==> src/sv/csr_pkg.sv <==
`timescale 1ns / 1ps
package csr_pkg;

  // key codes
  localparam logic [7:0] KEY_INC    = 8'd1;
  localparam logic [7:0] KEY_DEC    = 8'd2;
  localparam logic [7:0] KEY_NEXT   = 8'd3;
  localparam logic [7:0] KEY_PREV   = 8'd4;
  localparam logic [7:0] KEY_MODE   = 8'd5;
  localparam logic [7:0] KEY_INC10  = 8'd6;
  localparam logic [7:0] KEY_DEC10  = 8'd7;

  // configuration port geometry
  localparam int CFG_AW = 3;
  localparam int CFG_DW = 14;

  // register indexes
  typedef enum logic [CFG_AW-1:0] {
    CFG_SET_MIN          = 3'd0,
    CFG_SET_MAX          = 3'd1,
    CFG_DAC_CEILING      = 3'd2,
    CFG_DAC_FLOOR        = 3'd3,
    CFG_EDIT_DAC_CODE    = 3'd4,
    CFG_DEFAULT_SETPOINT = 3'd5
  } csr_reg_t;

  // decimal weights and limits
  localparam logic [13:0] W_ONE      = 14'd1;
  localparam logic [13:0] W_TEN      = 14'd10;
  localparam logic [13:0] W_HUNDRED  = 14'd100;
  localparam logic [13:0] W_THOUSAND = 14'd1000;
  localparam logic [13:0] SETPOINT_TOP = 14'd9999;

  // reset values
  localparam logic [13:0] RST_SET_MIN   = 14'd20;
  localparam logic [13:0] RST_SET_MAX   = 14'd2000;
  localparam logic [7:0]  RST_CEILING   = 8'd230;
  localparam logic [7:0]  RST_FLOOR     = 8'd1;
  localparam logic [7:0]  RST_EDIT_DAC  = 8'd10;

  typedef logic [3:0] bcd_t;
  typedef logic [3:0][3:0] bcd4_t;

  localparam bcd4_t RST_SETPOINT = {4'd0, 4'd0, 4'd2, 4'd0};

  // configuration as seen by the regulator core
  typedef struct packed {
    logic [13:0] set_min;
    logic [13:0] set_max;
    logic [7:0]  dac_ceiling;
    logic [7:0]  dac_floor;
    logic [7:0]  edit_dac_code;
    bcd4_t       def_digits;
    logic        conv_busy;
  } csr_cfg_t;

  // digits of the measured current
  typedef struct packed {
    logic [1:0] thousands;
    bcd_t       hundreds;
    bcd_t       tens;
  } csr_meas_t;

  // one result word
  typedef struct packed {
    logic [7:0] dac_code;
    bcd4_t      set_digits;
    logic [1:0] cursor_pos;
    logic       running;
    csr_meas_t  meas;
  } csr_result_t;

  // binary value of four decimal digits
  function automatic logic [13:0] bcd_value(bcd4_t d);
    return 14'(d[3]) * W_THOUSAND + 14'(d[2]) * W_HUNDRED +
           14'(d[1]) * W_TEN + 14'(d[0]);
  endfunction

  // setpoint / 10, rounded half up
  function automatic logic [9:0] target_of(bcd4_t d);
    return 10'(d[3]) * 10'd100 + 10'(d[2]) * 10'd10 + 10'(d[1]) +
           ((d[0] >= 4'd5) ? 10'd1 : 10'd0);
  endfunction

  // clamp target into the dac range
  function automatic logic [7:0] sat8(logic [9:0] t);
    return (t > 10'd255) ? 8'hFF : t[7:0];
  endfunction

  // decimal add or subtract of one unit at digit position p
  function automatic bcd4_t bcd_adjust(bcd4_t d, logic [1:0] p, logic up);
    bcd4_t r;
    logic  c;
    r = d;
    c = 1'b0;
    for (int i = 0; i < 4; i++) begin
      if (2'(i) == p) c = 1'b1;
      if (c) begin
        if (up) begin
          if (d[i] == 4'd9) begin
            r[i] = 4'd0;
          end else begin
            r[i] = d[i] + 4'd1;
            c = 1'b0;
          end
        end else begin
          if (d[i] == 4'd0) begin
            r[i] = 4'd9;
          end else begin
            r[i] = d[i] - 4'd1;
            c = 1'b0;
          end
        end
      end
    end
    return r;
  endfunction

  // decimal digit of rem at weight w, by parallel compares
  function automatic bcd_t digit_at(logic [13:0] rem, logic [13:0] w);
    bcd_t d;
    d = 4'd0;
    for (int j = 1; j < 10; j++) begin
      if (rem >= 14'(j) * w) d = 4'(j);
    end
    return d;
  endfunction

  // digits of sample * 10 (ones digit is always zero)
  function automatic csr_meas_t meas_split(logic [7:0] s);
    csr_meas_t m;
    logic [7:0] r;
    bcd_t       t;
    if (s >= 8'd200) begin
      m.thousands = 2'd2;
      r = s - 8'd200;
    end else if (s >= 8'd100) begin
      m.thousands = 2'd1;
      r = s - 8'd100;
    end else begin
      m.thousands = 2'd0;
      r = s;
    end
    t = 4'd0;
    for (int j = 1; j < 10; j++) begin
      if (r >= 8'(j * 10)) t = 4'(j);
    end
    m.hundreds = t;
    m.tens = 4'(r - 8'(t) * 8'd10);
    return m;
  endfunction

endpackage

==> src/sv/csr_cfg.sv <==
`timescale 1ns / 1ps
module csr_cfg (
  input  logic                        clk,
  input  logic                        rst_n,
  input  logic                        cfg_we,
  input  logic [csr_pkg::CFG_AW-1:0]  cfg_addr,
  input  logic [csr_pkg::CFG_DW-1:0]  cfg_wdata,
  output csr_pkg::csr_cfg_t           cfg
);
  import csr_pkg::*;

  typedef enum logic [1:0] {
    CONV_IDLE,
    CONV_TENS,
    CONV_HUNDREDS,
    CONV_THOUSANDS
  } conv_state_t;

  conv_state_t state_r, state_nxt;
  logic [13:0] set_min_r, set_min_nxt;
  logic [13:0] set_max_r, set_max_nxt;
  logic [7:0]  ceil_r, ceil_nxt;
  logic [7:0]  floor_r, floor_nxt;
  logic [7:0]  edit_dac_r, edit_dac_nxt;
  bcd4_t       def_r, def_nxt;
  logic [13:0] rem_r, rem_nxt;

  bcd_t d_th, d_hu, d_te;

  // one decimal digit per cycle out of the remainder
  assign d_th = digit_at(rem_r, W_THOUSAND);
  assign d_hu = digit_at(rem_r, W_HUNDRED);
  assign d_te = digit_at(rem_r, W_TEN);

  always_comb begin
    state_nxt    = state_r;
    set_min_nxt  = set_min_r;
    set_max_nxt  = set_max_r;
    ceil_nxt     = ceil_r;
    floor_nxt    = floor_r;
    edit_dac_nxt = edit_dac_r;
    def_nxt      = def_r;
    rem_nxt      = rem_r;

    // default setpoint to digits conversion
    unique case (state_r)
      CONV_THOUSANDS: begin
        def_nxt[3] = d_th;
        rem_nxt    = rem_r - 14'(d_th) * W_THOUSAND;
        state_nxt  = CONV_HUNDREDS;
      end
      CONV_HUNDREDS: begin
        def_nxt[2] = d_hu;
        rem_nxt    = rem_r - 14'(d_hu) * W_HUNDRED;
        state_nxt  = CONV_TENS;
      end
      CONV_TENS: begin
        def_nxt[1] = d_te;
        def_nxt[0] = 4'(rem_r - 14'(d_te) * W_TEN);
        state_nxt  = CONV_IDLE;
      end
      default: ;
    endcase

    // register writes
    if (cfg_we) begin
      unique case (csr_reg_t'(cfg_addr))
        CFG_SET_MIN:       set_min_nxt  = cfg_wdata;
        CFG_SET_MAX:       set_max_nxt  = cfg_wdata;
        CFG_DAC_CEILING:   ceil_nxt     = cfg_wdata[7:0];
        CFG_DAC_FLOOR:     floor_nxt    = cfg_wdata[7:0];
        CFG_EDIT_DAC_CODE: edit_dac_nxt = cfg_wdata[7:0];
        CFG_DEFAULT_SETPOINT: begin
          rem_nxt   = (cfg_wdata > SETPOINT_TOP) ? SETPOINT_TOP : cfg_wdata;
          state_nxt = CONV_THOUSANDS;
        end
        default: ;
      endcase
    end
  end

  always_ff @(posedge clk) begin
    if (!rst_n) begin
      state_r    <= CONV_IDLE;
      set_min_r  <= RST_SET_MIN;
      set_max_r  <= RST_SET_MAX;
      ceil_r     <= RST_CEILING;
      floor_r    <= RST_FLOOR;
      edit_dac_r <= RST_EDIT_DAC;
      def_r      <= RST_SETPOINT;
    end else begin
      state_r    <= state_nxt;
      set_min_r  <= set_min_nxt;
      set_max_r  <= set_max_nxt;
      ceil_r     <= ceil_nxt;
      floor_r    <= floor_nxt;
      edit_dac_r <= edit_dac_nxt;
      def_r      <= def_nxt;
      rem_r      <= rem_nxt;
    end
  end

  assign cfg.set_min       = set_min_r;
  assign cfg.set_max       = set_max_r;
  assign cfg.dac_ceiling   = ceil_r;
  assign cfg.dac_floor     = floor_r;
  assign cfg.edit_dac_code = edit_dac_r;
  assign cfg.def_digits    = def_r;
  assign cfg.conv_busy     = (state_r != CONV_IDLE);

  // a default setpoint write always starts a full conversion
  a_conv_start: assert property (@(posedge clk) disable iff (!rst_n)
    cfg_we && (cfg_addr == CFG_DEFAULT_SETPOINT) |=> state_r == CONV_THOUSANDS)
    else $error("conversion did not start");

  // converted default digits stay decimal once idle
  a_def_decimal: assert property (@(posedge clk) disable iff (!rst_n)
    state_r == CONV_IDLE |-> (def_r[3] <= 4'd9) && (def_r[2] <= 4'd9) &&
                             (def_r[1] <= 4'd9) && (def_r[0] <= 4'd9))
    else $error("default digit out of range");

  // conversion steps down through the places in order
  a_conv_order: assert property (@(posedge clk) disable iff (!rst_n)
    state_r == CONV_HUNDREDS && !cfg_we |=> state_r == CONV_TENS)
    else $error("conversion skipped a place");

endmodule

==> src/sv/csr_core.sv <==
`timescale 1ns / 1ps
module csr_core (
  input  logic                 clk,
  input  logic                 rst_n,
  input  logic                 fire,
  input  logic [7:0]           action,
  input  logic [7:0]           sample,
  input  csr_pkg::csr_cfg_t    cfg,
  output csr_pkg::csr_result_t res
);
  import csr_pkg::*;

  bcd4_t      dig_r, dig_nxt;
  logic [1:0] cur_r, cur_nxt;
  logic       run_r, run_nxt;
  logic [7:0] drv_r, drv_nxt;

  logic [13:0] sp;
  logic [9:0]  tgt;
  bcd_t        cur_d, new_d;
  bcd4_t       tmp;
  logic [13:0] tmp_val;
  logic        in_lim;
  logic [7:0]  drv_trk;
  logic [1:0]  step_p;
  logic [13:0] step_w;
  logic        step_up, step_en;
  logic [13:0] sum_up;
  logic        step_ok;
  bcd4_t       dig_step;
  logic [9:0]  tgt_step;
  logic [7:0]  dac;
  csr_meas_t   meas;

  assign sp  = bcd_value(dig_r);
  assign tgt = target_of(dig_r);

  // edit mode: step the digit under the cursor, check the limits
  always_comb begin
    cur_d = dig_r[cur_r];
    if (action == KEY_INC) begin
      new_d = (cur_d >= 4'd9) ? 4'd0 : cur_d + 4'd1;
    end else begin
      new_d = (cur_d == 4'd0) ? 4'd9 : cur_d - 4'd1;
    end
    tmp = dig_r;
    tmp[cur_r] = new_d;
  end

  assign tmp_val = bcd_value(tmp);
  assign in_lim  = (tmp_val >= cfg.set_min) && (tmp_val <= cfg.set_max);

  // run mode: drive code tracks the target one count per pass
  always_comb begin
    drv_trk = drv_r;
    if ({2'b00, sample} < tgt) begin
      if (drv_r < cfg.dac_ceiling) drv_trk = drv_r + 8'd1;
    end else if ({2'b00, sample} > tgt) begin
      if (drv_r > cfg.dac_floor) drv_trk = drv_r - 8'd1;
    end
  end

  // run mode key decode: place, direction
  always_comb begin
    step_p  = 2'd0;
    step_w  = W_ONE;
    step_up = 1'b0;
    step_en = 1'b1;
    unique case (action) inside
      KEY_INC:   step_up = 1'b1;
      KEY_DEC:   ;
      KEY_NEXT:  begin step_p = 2'd2; step_w = W_HUNDRED; step_up = 1'b1; end
      KEY_PREV:  begin step_p = 2'd2; step_w = W_HUNDRED; end
      KEY_INC10: begin step_p = 2'd1; step_w = W_TEN; step_up = 1'b1; end
      KEY_DEC10: begin step_p = 2'd1; step_w = W_TEN; end
      default:   step_en = 1'b0;
    endcase
  end

  assign sum_up = sp + step_w;
  assign step_ok = step_up ? ((sum_up <= cfg.set_max) && (sum_up <= SETPOINT_TOP))
                           : ({1'b0, sp} >= {1'b0, cfg.set_min} + {1'b0, step_w});
  assign dig_step = step_ok ? bcd_adjust(dig_r, step_p, step_up) : dig_r;
  assign tgt_step = target_of(dig_step);
  assign meas     = meas_split(sample);

  // next state and result
  always_comb begin
    dig_nxt = dig_r;
    cur_nxt = cur_r;
    run_nxt = run_r;
    drv_nxt = drv_r;
    dac     = cfg.edit_dac_code;
    res.meas = '0;
    if (!run_r) begin
      unique case (action) inside
        KEY_INC, KEY_DEC: if (in_lim) dig_nxt = tmp;
        KEY_NEXT: cur_nxt = cur_r + 2'd1;
        KEY_PREV: cur_nxt = cur_r - 2'd1;
        KEY_MODE: begin
          run_nxt = 1'b1;
          drv_nxt = sat8(tgt);
        end
        default: ;
      endcase
    end else begin
      dac      = drv_trk;
      res.meas = meas;
      drv_nxt  = drv_trk;
      if (action == KEY_MODE) begin
        dig_nxt = cfg.def_digits;
        cur_nxt = 2'd0;
        run_nxt = 1'b0;
        drv_nxt = cfg.edit_dac_code;
      end else if (step_en) begin
        dig_nxt = dig_step;
        drv_nxt = sat8(tgt_step);
      end
    end
    res.dac_code   = dac;
    res.set_digits = dig_nxt;
    res.cursor_pos = cur_nxt;
    res.running    = run_nxt;
  end

  always_ff @(posedge clk) begin
    if (!rst_n) begin
      dig_r <= RST_SETPOINT;
      cur_r <= 2'd0;
      run_r <= 1'b0;
      drv_r <= RST_EDIT_DAC;
    end else if (fire) begin
      dig_r <= dig_nxt;
      cur_r <= cur_nxt;
      run_r <= run_nxt;
      drv_r <= drv_nxt;
    end
  end

  // setpoint digits stay decimal
  a_digits: assert property (@(posedge clk) disable iff (!rst_n)
    (dig_r[3] <= 4'd9) && (dig_r[2] <= 4'd9) && (dig_r[1] <= 4'd9) && (dig_r[0] <= 4'd9))
    else $error("setpoint digit out of range");

  // mode key in edit enters run
  a_enter_run: assert property (@(posedge clk) disable iff (!rst_n)
    fire && !run_r && (action == KEY_MODE) |=> run_r)
    else $error("mode key did not enter run");

  // mode key in run returns to edit with cursor home
  a_enter_edit: assert property (@(posedge clk) disable iff (!rst_n)
    fire && run_r && (action == KEY_MODE) |=> !run_r && (cur_r == 2'd0))
    else $error("mode key did not return to edit");

  // cursor only moves in edit mode, apart from going home on the mode key in run
  a_cursor_run: assert property (@(posedge clk) disable iff (!rst_n)
    fire && run_r && (action != KEY_MODE) |=> $stable(cur_r))
    else $error("cursor moved in run mode");

endmodule

==> src/sv/current_setpoint_regulator_unit.sv <==
`timescale 1ns / 1ps
// Current setpoint regulator: one input word is one pass of the control loop
// (key code and ADC sample); every word gives exactly one result word with the
// DAC code, the setpoint digits, cursor, mode and the measured current digits.
// Input channel: in_valid / in_stall with in_action, in_adc_sample.
// Result channel: out_valid / out_stall with the out_ fields.
// Configuration: cfg_we, cfg_addr (register index), cfg_wdata; write only while
// no word is in flight.
// A word accepted into the input register runs its pass when fire is high, and
// the pass loads the result register that drives the out_ ports. Throughput
// is one word per cycle while out_stall is low and no digit conversion runs,
// set by the single pass between the input register and the result register;
// the input register takes one new word while the last result waits to be taken.
// A write to the default setpoint starts a digit conversion through the
// thousands, hundreds and tens steps; during it the word in the input register
// waits, so the pass after such a write is held until the conversion is done.
// Reset (rst_n low at a clock edge) empties both registers, loads the register
// defaults, edit mode, cursor 0, setpoint 0020 and drive code 10.
// While out_stall is high the result holds, one more word is taken into the
// input register and then in_stall rises.
module current_setpoint_regulator_unit (
  input  logic                        clk,
  input  logic                        rst_n,
  input  logic                        in_valid,
  output logic                        in_stall,
  input  logic [7:0]                  in_action,
  input  logic [7:0]                  in_adc_sample,
  output logic                        out_valid,
  input  logic                        out_stall,
  output logic [7:0]                  out_dac_code,
  output logic [3:0]                  out_set_thousands,
  output logic [3:0]                  out_set_hundreds,
  output logic [3:0]                  out_set_tens,
  output logic [3:0]                  out_set_ones,
  output logic [1:0]                  out_cursor_pos,
  output logic                        out_running,
  output logic [1:0]                  out_meas_thousands,
  output logic [3:0]                  out_meas_hundreds,
  output logic [3:0]                  out_meas_tens,
  input  logic                        cfg_we,
  input  logic [csr_pkg::CFG_AW-1:0]  cfg_addr,
  input  logic [csr_pkg::CFG_DW-1:0]  cfg_wdata
);
  import csr_pkg::*;

  csr_cfg_t    cfg;
  csr_result_t res;
  csr_result_t res_r;
  logic        in_vld_r, out_vld_r;
  logic [7:0]  act_r, smp_r;
  logic        fire, in_load;

  csr_cfg u_cfg (
    .clk       (clk),
    .rst_n     (rst_n),
    .cfg_we    (cfg_we),
    .cfg_addr  (cfg_addr),
    .cfg_wdata (cfg_wdata),
    .cfg       (cfg)
  );

  csr_core u_core (
    .clk    (clk),
    .rst_n  (rst_n),
    .fire   (fire),
    .action (act_r),
    .sample (smp_r),
    .cfg    (cfg),
    .res    (res)
  );

  // pass runs when a word waits, digits are ready and the result slot frees
  assign fire     = in_vld_r && !cfg.conv_busy && (!out_vld_r || !out_stall);
  assign in_stall = in_vld_r && !fire;
  assign in_load  = in_valid && !in_stall;

  // input register
  always_ff @(posedge clk) begin
    if (!rst_n) begin
      in_vld_r <= 1'b0;
    end else if (in_load) begin
      in_vld_r <= 1'b1;
    end else if (fire) begin
      in_vld_r <= 1'b0;
    end
  end

  always_ff @(posedge clk) begin
    if (in_load) begin
      act_r <= in_action;
      smp_r <= in_adc_sample;
    end
  end

  // result register
  always_ff @(posedge clk) begin
    if (!rst_n) begin
      out_vld_r <= 1'b0;
    end else if (fire) begin
      out_vld_r <= 1'b1;
    end else if (!out_stall) begin
      out_vld_r <= 1'b0;
    end
  end

  always_ff @(posedge clk) begin
    if (fire) res_r <= res;
  end

  assign out_valid          = out_vld_r;
  assign out_dac_code       = res_r.dac_code;
  assign out_set_thousands  = res_r.set_digits[3];
  assign out_set_hundreds   = res_r.set_digits[2];
  assign out_set_tens       = res_r.set_digits[1];
  assign out_set_ones       = res_r.set_digits[0];
  assign out_cursor_pos     = res_r.cursor_pos;
  assign out_running        = res_r.running;
  assign out_meas_thousands = res_r.meas.thousands;
  assign out_meas_hundreds  = res_r.meas.hundreds;
  assign out_meas_tens      = res_r.meas.tens;

  // stall is only raised while a word is held
  a_stall_held: assert property (@(posedge clk) disable iff (!rst_n)
    in_stall |-> in_vld_r)
    else $error("stall without a held word");

  // a held word waits out the digit conversion
  a_conv_wait: assert property (@(posedge clk) disable iff (!rst_n)
    in_vld_r && cfg.conv_busy |=> in_vld_r)
    else $error("word lost during conversion");

  // a pass always lands in the result register
  a_fire_out: assert property (@(posedge clk) disable iff (!rst_n)
    fire |=> out_vld_r)
    else $error("pass did not produce a result");

endmodule

==> config.mk <==
export PLATFORM = sky130hd
export DESIGN_NAME = current_setpoint_regulator_unit
export DESIGN_NICKNAME = d
export VERILOG_FILES = /design/src/sv/csr_pkg.sv /design/src/sv/csr_cfg.sv /design/src/sv/csr_core.sv /design/src/sv/current_setpoint_regulator_unit.sv
export SDC_FILE = /design/constraint.sdc
export NUM_CORES = 1
export LEC_CHECK = 0
export BUFFER_PORTS_ARGS = -buffer_cell sky130_fd_sc_hd__buf_2
export CAP_MARGIN = 10
export CORE_MARGIN = 5
export CORE_UTILIZATION = 40
export DETAILED_ROUTE_END_ITERATION = 6
export GPL_ROUTABILITY_DRIVEN = 0
export HOLD_SLACK_MARGIN = 0.06
export PLACE_DENSITY = 0.62
export SLEW_MARGIN = 20
export SYNTH_ARGS = -nofsm -noshare
export SYNTH_HDL_FRONTEND = slang
export SYNTH_SLANG_ARGS = --single-unit
export TNS_END_PERCENT = 100
==> constraint.sdc <==
create_clock -name clk -period 12.6 [get_ports clk]
set_input_delay 1.89 -clock clk [delete_from_list [all_inputs] [get_ports clk]]
set_output_delay 1.89 -clock clk [all_outputs]
set_load 0.02 [all_outputs]
# After elaboration in Yosys (flattened, before gate mapping)

Cells that the tools add are included.

Flip-flop bits (word level): 166
Input port bits: 38
Word-level logic and storage cells: 316

Add/sub/neg operators: 34
Multiply operators: 14
Magnitude comparators: 55
Eq/ne operators: 23
Mux-type cells: 121
Bitwise operators: 1
Reduce and logical (&&, ||, !) cells: 35

Operators with widths:

| kind                                                                                  | number |
|---|---|
| 4-bit 2-to-1 mux                                                                      | 35 |
| 8-bit 2-to-1 mux                                                                      | 13 |
| 16-bit 2-to-1 mux                                                                     | 6 |
| 14-bit by 10-bit greater-or-equal comparator with 1-bit output, second input constant | 5 |
| 14-bit by 13-bit greater-or-equal comparator with 1-bit output, second input constant | 4 |
| 14-bit by 7-bit greater-or-equal comparator with 1-bit output, second input constant  | 4 |
| 14-bit by 6-bit greater-or-equal comparator with 1-bit output, second input constant  | 3 |
| 14-bit by 9-bit greater-or-equal comparator with 1-bit output, second input constant  | 3 |
| 14-bit 2-to-1 mux                                                                     | 3 |
| 3-bit 2-to-1 mux                                                                      | 12 |
| 4-bit by 7-bit multiplier with 11-bit output, second input constant                   | 3 |
| 1-bit 2-to-1 mux                                                                      | 33 |
| 8-bit by 3-bit == test with 1-bit output, second input constant                       | 4 |
| 8-bit by 7-bit greater-or-equal comparator with 1-bit output, second input constant   | 4 |
| 14-bit by 11-bit adder with 14-bit output                                             | 2 |
| 14-bit by 4-bit adder with 14-bit output                                              | 2 |
| 14-bit by 8-bit adder with 14-bit output                                              | 2 |
| 14-bit by 12-bit greater-or-equal comparator with 1-bit output, second input constant | 2 |
| 14-bit by 5-bit greater-or-equal comparator with 1-bit output, second input constant  | 2 |
| 14-bit less-or-equal comparator                                                       | 2 |
| 4-bit by 3-bit multiplier with 7-bit output, second input constant                    | 4 |
| 14-bit case mux with 2 select lines                                                   | 1 |
| 4-bit by 5-bit multiplier with 9-bit output, second input constant                    | 3 |
| 8-bit by 6-bit greater-or-equal comparator with 1-bit output, second input constant   | 3 |
| 68 further kinds                                                                      | 128 |

# Depth between registers and ports, before layout

Word-level depth: 22
Depth in mapped cells: 50

# Modules after synthesis

From an unflattened synthesis, not the netlist that was laid out.

Cell total of the unflattened synthesis: 2,320
Area, all modules: 19,184.6 µm²

By module, submodules not included:

| module                          | instances | cells each | area an instance (µm²) | seq. area each (µm²) |
|---|---|---|---|---|
| csr_core                        | 1         | 1,529      | 11,810.1               | 540.5 |
| csr_cfg                         | 1         | 725        | 5,683.0                | 1,821.7 |
| current_setpoint_regulator_unit | 1         | 66         | 1,691.6                | 1,631.6 |

# Least setup slack after synthesis

No wires, ideal clock.

Path type: register to register
From: register u_core.dig_r[13] in the netlist's numbering
To: register u_core.drv_r[1]
Library setup time: 0.057 ns
Arrival: 9.985 ns
Data required time: 12.543 ns
Path slack: 2.558 ns
Stages on the path, launching flop included: 45
Period minus slack after synthesis: 10.042 ns
Path through: dfxtp_1 > inv_1 > ha_1 > fa_1 > inv_1 > fa_1 > nor2_1 > o21ai_0 > nand2_1 > xnor2_1 > ha_1 > ha_1 > ha_1 > a2111oi_0 > o21ai_1 > a41oi_1 > xor2_1 > xnor2_1 > [... 9 more ...] > nand3_1 > mux2i_1 > inv_1 > ha_1 > ha_1 > inv_1 > fa_1 > inv_1 > ha_1 > ha_1 > a21oi_1 > o21a_1 > o211ai_1 > nor3_1 > o21ai_0 > o2111ai_1 > o31ai_1 > o21ba_2

Cells in the longest elaborated chain, start to end: 18

Ends and longest elaborated chain:

| item                                                      | line            | source |
|---|---|---|
| start: declaration                                        | csr_core.sv:13  | `bcd4_t dig_r, dig_nxt;` |
| start signal: assignment                                  | csr_core.sv:133 | `dig_r <= dig_nxt;` |
| 4-bit by 7-bit multiplier with 11-bit output              | csr_pkg.sv:75   | `return 14'(d[3]) * W_THOUSAND + 14'(d[2]) * W_HUNDRED +` |
| 14-bit by 11-bit adder with 14-bit output                 | csr_pkg.sv:75   |  |
| 14-bit by 8-bit adder with 14-bit output                  | csr_pkg.sv:75   |  |
| 14-bit by 4-bit adder with 14-bit output                  | csr_pkg.sv:76   | `14'(d[1]) * W_TEN + 14'(d[0]);` |
| 14-bit by 7-bit adder with 14-bit output                  | csr_core.sv:80  | `assign sum_up = sp + step_w;` |
| 14-bit less-or-equal comparator                           | csr_core.sv:81  | `assign step_ok = step_up ? ((sum_up <= cfg.set_max) && (sum_up <= SETPOINT_TOP))` |
| 1-bit logical AND                                         | csr_core.sv:81  |  |
| 1-bit 2-to-1 mux                                          | csr_core.sv:81  |  |
| [... 2 more ...]                                          | --              |  |
| 10-bit by 8-bit adder with 10-bit output                  | csr_pkg.sv:81   | `return 10'(d[3]) * 10'd100 + 10'(d[2]) * 10'd10 + 10'(d[1]) +` |
| 10-bit by 4-bit adder with 10-bit output                  | csr_pkg.sv:81   |  |
| 10-bit adder                                              | csr_pkg.sv:81   |  |
| 10-bit by 8-bit greater-than comparator with 1-bit output | csr_pkg.sv:87   | `return (t > 10'd255) ? 8'hFF : t[7:0];` |
| 8-bit 2-to-1 mux                                          | csr_pkg.sv:87   |  |
| 8-bit 2-to-1 mux                                          | csr_core.sv:115 | `end else if (step_en) begin` |
| 8-bit 2-to-1 mux                                          | csr_core.sv:110 | `if (action == KEY_MODE) begin` |
| 8-bit 2-to-1 mux *                                        | csr_core.sv:95  | `if (!run_r) begin` |
| end signal: assignment                                    | csr_core.sv:136 | `drv_r <= drv_nxt;` |
| end: declaration                                          | csr_core.sv:16  | `logic [7:0] drv_r, drv_nxt;` |

Every way passes the cells marked *; elsewhere a longest branch is shown, timed or not. The select of a mux whose other input is x is not followed.
A chain may end at the register's enable or synchronous reset.

# Final worst setup path

From: register u_core.dig_r[14] in the netlist's numbering
To: register u_core.drv_r[1]

The elaborated chain is that of the path after synthesis.

==> results.sh <==
export IMPL_outcome="finished, final reports clean"
export IMPL_rows=80
export IMPL_setup_violations=0
export IMPL_total_switching_power_mw=1.01
export IMPL_detail_route_iter0_violations=1665
export IMPL_via_per_inst=5.89
export IMPL_coreArea_um2=47400
export IMPL_antennaDiodeCount=0
export IMPL_cp_common_cell="ha_1"
export IMPL_critical_path_required_ns=12.97
export IMPL_pwr_share_comb_pct=50.3
export IMPL_synth_top_cells_by_area="ha_1 (20%), edfxtp_1 (11%), dfxtp_1 (10%)"
export IMPL_p_int_mw=1.34
export IMPL_initial_antenna_violation_count=0
export IMPL_global_route_overflow_total=0
export IMPL_final_core_util_pct=43.5
export IMPL_clock_skew_ns=0.0165
export IMPL_peakVddDrop_v=0.0000996
export IMPL_hold_path_startpoint="u_cfg.floor_r[4]$_SDFFE_PN0P_"
export IMPL_clock_latency_at_the_later_pin_of_the_worst_skew_pair_ns=0.48
export IMPL_asyncSetResetFlopFracSynth_pct=0
export IMPL_clkSinkCount=166
export IMPL_clock_power_share_pct=23.2
export IMPL_setup_slack_of_the_most_critical_reg_to_reg_path_ns=1.16
export IMPL_synth_edff_count=67
export IMPL_maxCapViolations=0
export IMPL_ys_seq_elements=166
export IMPL_crit_path_start_kind="register"
export IMPL_tritoncts_clock_tree="done"
export IMPL_worst_r2r_cell_count=44
export IMPL_p_leak_nw=9.14
export IMPL_power_frac_seq_pct=26.6
export IMPL_slew_at_the_pin_with_the_worst_max_slew_slack_ns=1.13
export IMPL_die_area_um2=52200
export IMPL_crit_reg2reg_launch="u_core.dig_r[14]$_SDFFE_PN0P_"
export IMPL_post_cts_setup_buffers=0
export IMPL_port_buffer_count=76
export IMPL_drive_above_1_share_pct=8.64
export IMPL_hold_buffer_count_at_cts=0
export IMPL_grtUsageTotal_pct=22.0
export IMPL_slew_viol_final=0
export IMPL_place_area_um2=20000
export IMPL_grt_first_pass_wirelength_um=93000
export IMPL_most_instantiated_flip_flop_cell_in_the_synthesis_netlist="dfxtp_1"
export IMPL_setup_worst_path_end_class="register"
export IMPL_grt_setup_unrepaired="false"
export IMPL_cts_root_buf="clkbuf_16"
export IMPL_antenna_violating_nets_post_route=0
export IMPL_holdWs_ns=0.460
export IMPL_ys_warn_count=0
export IMPL_yosys_cell_count_top_type="ha_1"
export IMPL_drt_wirelength_per_cell_um=19.9
export IMPL_cell_with_the_largest_stage_delay_on_the_worst_path="dfxtp_1"
export IMPL_synthesis_area_per_instance_um2=8.20
export IMPL_synth_yosys_seq_area_share_pct=20.9
export IMPL_min_period_over_period_pct=90.8
export IMPL_worst_path_largest_cell_delay_ns=0.72
export IMPL_min_delay_worst_endpoint="u_cfg.floor_r[4]$_SDFFE_PN0P_"
export IMPL_critPathLaunch="u_core.dig_r[14]$_SDFFE_PN0P_"
export IMPL_crit_path_max_fo=14
export IMPL_floorplan_initialDensity_pct=40.2
export IMPL_syn_inst=2327
export IMPL_remaining_drc_errors=0
export IMPL_switching_share_of_power_pct=43.1
export IMPL_detailed_place_hpwl_um=46500
export IMPL_hold_depth=2
export IMPL_worst_hold_path_class="reg2reg"
export IMPL_areaGrowthSynthToFinish_pct=8.12
export IMPL_via_count=17500
export IMPL_final_setup_tns_ns=0
export IMPL_drt_pass1_iter_count=5
export IMPL_crit_reg2reg_capture="u_core.drv_r[1]$_SDFFE_PN1P_"
export IMPL_routed_wl_um=59100
export IMPL_worstSetupPathType="reg2reg"
export IMPL_grt_start_max_net_pins=68
export IMPL_areal_power_density_over_the_cells_nw_per_um2=114
export IMPL_clkSlewWorstSetupHoldPaths_ns=0.07
export IMPL_synth_net_count=2729
export IMPL_final_hold_violation_count=0
export IMPL_finalInstanceArea_um2=20600
export IMPL_synth_cells_most_frequent="ha_1 (306), nand2_1 (244), inv_1 (241)"
export IMPL_htree_num_levels=4
export IMPL_die_height_um=228
export IMPL_syn_std_cell_area_um2=19100
export IMPL_yosys_top_cell_area_share_pct=20.1
export IMPL_grt_pass1_vias=16900
export IMPL_fmaxAchievable_ghz=0.0874
export IMPL_nFillCells=4787
export IMPL_period_minus_slack_ns=11.44
export IMPL_maxSlewHeadroom_pct=24.0
export IMPL_final_nets=2750
export IMPL_dieWidth_um=228
export IMPL_yosysUniqueCellTypes=100
export IMPL_design_portCount=77
export IMPL_cts_made_buffers=17
export IMPL_clock_tree_buffer_depth=2
export IMPL_total_power_mw=2.35
export IMPL_post_synth_top_area_cell="ha_1"
export IMPL_worst_ep_arrival_time_ns=11.82
export IMPL_postCtsResizedCells=0
[how the worst max path moves through the flow]
stage,end,slack (ns),cells past startpoint
final,u_core.drv_r[1]$_SDFFE_PN1P_,1.16,44
after floorplan,u_core.drv_r[1]$_SDFFE_PN1P_,2.56,44
after global routing,u_core.drv_r[1]$_SDFFE_PN1P_,0.35,44
after global placement,u_core.drv_r[1]$_SDFFE_PN1P_,1.66,44
after detailed placement,u_core.drv_r[1]$_SDFFE_PN1P_,1.30,44
after CTS,u_core.drv_r[1]$_SDFFE_PN1P_,1.24,44
[cells in the final DEF, fill, tap and decap left out, types with 11 or more instances in the layout]
cell type and instances:
o21a_1 22, buf_4 27, nand4_1 18, clkbuf_16 17, nand2_1 244, fa_1 58, or2_2 12, ha_1 306
nor3_1 40, a21oi_1 179, xor2_1 36, o21ai_0 126, buf_2 76, inv_1 239, edfxtp_1 67, a21o_1 34
nor2b_1 32, o211ai_1 21, o21bai_1 17, nor2_1 162, nand3_1 46, xnor2_1 79, nand2b_1 24, o22ai_1 14
o31ai_1 11, dfxtp_1 98, a211oi_1 32, mux2i_1 24, nor4_1 16, and3_1 20, a31oi_1 34
[layout make-up]
type,instances,area [um2],share of cell area (%)
timing repair buffer,103,583,2.82
multi-input combinational,1819,13800,66.8
sequential,166,4000,19.4
clock buffer,17,425,2.06
tap,615,769,3.73
inverter,241,905,4.38
clock inverter,15,165,0.800
[flip-flops by register name (all words and copies together) (netlist names), 8 cells and up]
signal	cells
u_cfg.rem_r	14
u_cfg.ceil_r	8
out_dac_code	8
smp_r	8
act_r	8
u_cfg.set_min_r	14
u_core.dig_r	16
u_core.drv_r	8
u_cfg.edit_dac_r	8
u_cfg.cfg	16
u_cfg.set_max_r	14
u_cfg.floor_r	8
[metal layers]
metal	track usage [%]	wire length, um	vias to the layer above	part of all wire, %
met4	6.54	1600	0	2.7
met2	35.3	26300	651	45
met3	3.99	4230	100	7.1
met5	0	0	-	0
li1	-	-	8352	-
met1	30.5	27000	8413	46
[power groups by stage]
stage | Sequential [mW] | Clock, mW | Combinational (mW)
after floorplan | 0.622 | 0 | 0.865
after CTS | 0.623 | 0.555 | 1.17
after global placement | 0.634 | 0 | 1.13
after detailed placement | 0.635 | 0 | 1.16
after global routing | 0.627 | 0.577 | 1.33
final | 0.624 | 0.544 | 1.18
[through the flow]
step | worst slack (ns) | instances
finish | 1.16 | 2976
global route | 0.351 | 2976
CTS | 1.24 | 2976
detailed placement | 1.30 | 2944
global placement | 1.66 | 2944
floorplan | 2.56 | 2327
[logic make-up (layout without fill, tap and decap cells)]
| family | Yosys count | count (layout) | share of synthesized area [%] |
|---|---|---|---|
| adders and majority gates | 364 | 364 | 26.1 |
| xor gates and xnor gates | 115 | 115 | 5.28 |
| and+or+nand+nor | 671 | 671 | 16.7 |
| DFF | 166 | 166 | 20.9 |
| muxes | 38 | 38 | 2.32 |
| buffers and inverters | 342 | 376 | 6.86 |
| AOI/OAI and AO/OA | 631 | 631 | 21.8 |
[worst max-delay path, delay by kind of cell (launching register included)]
| family | cells | cell delay, ns |
|---|---|---|
| adders and majority gates | 12 | 4.00 |
| and+or+nand+nor | 9 | 2.32 |
| AOI/OAI and AO/OA | 10 | 2.11 |
| buffers and inverters | 8 | 0.89 |
| xor gates and xnor gates | 4 | 0.86 |
| DFF | 1 | 0.72 |
| muxes | 1 | 0.42 |
Power figures use the tool's default switching activity.
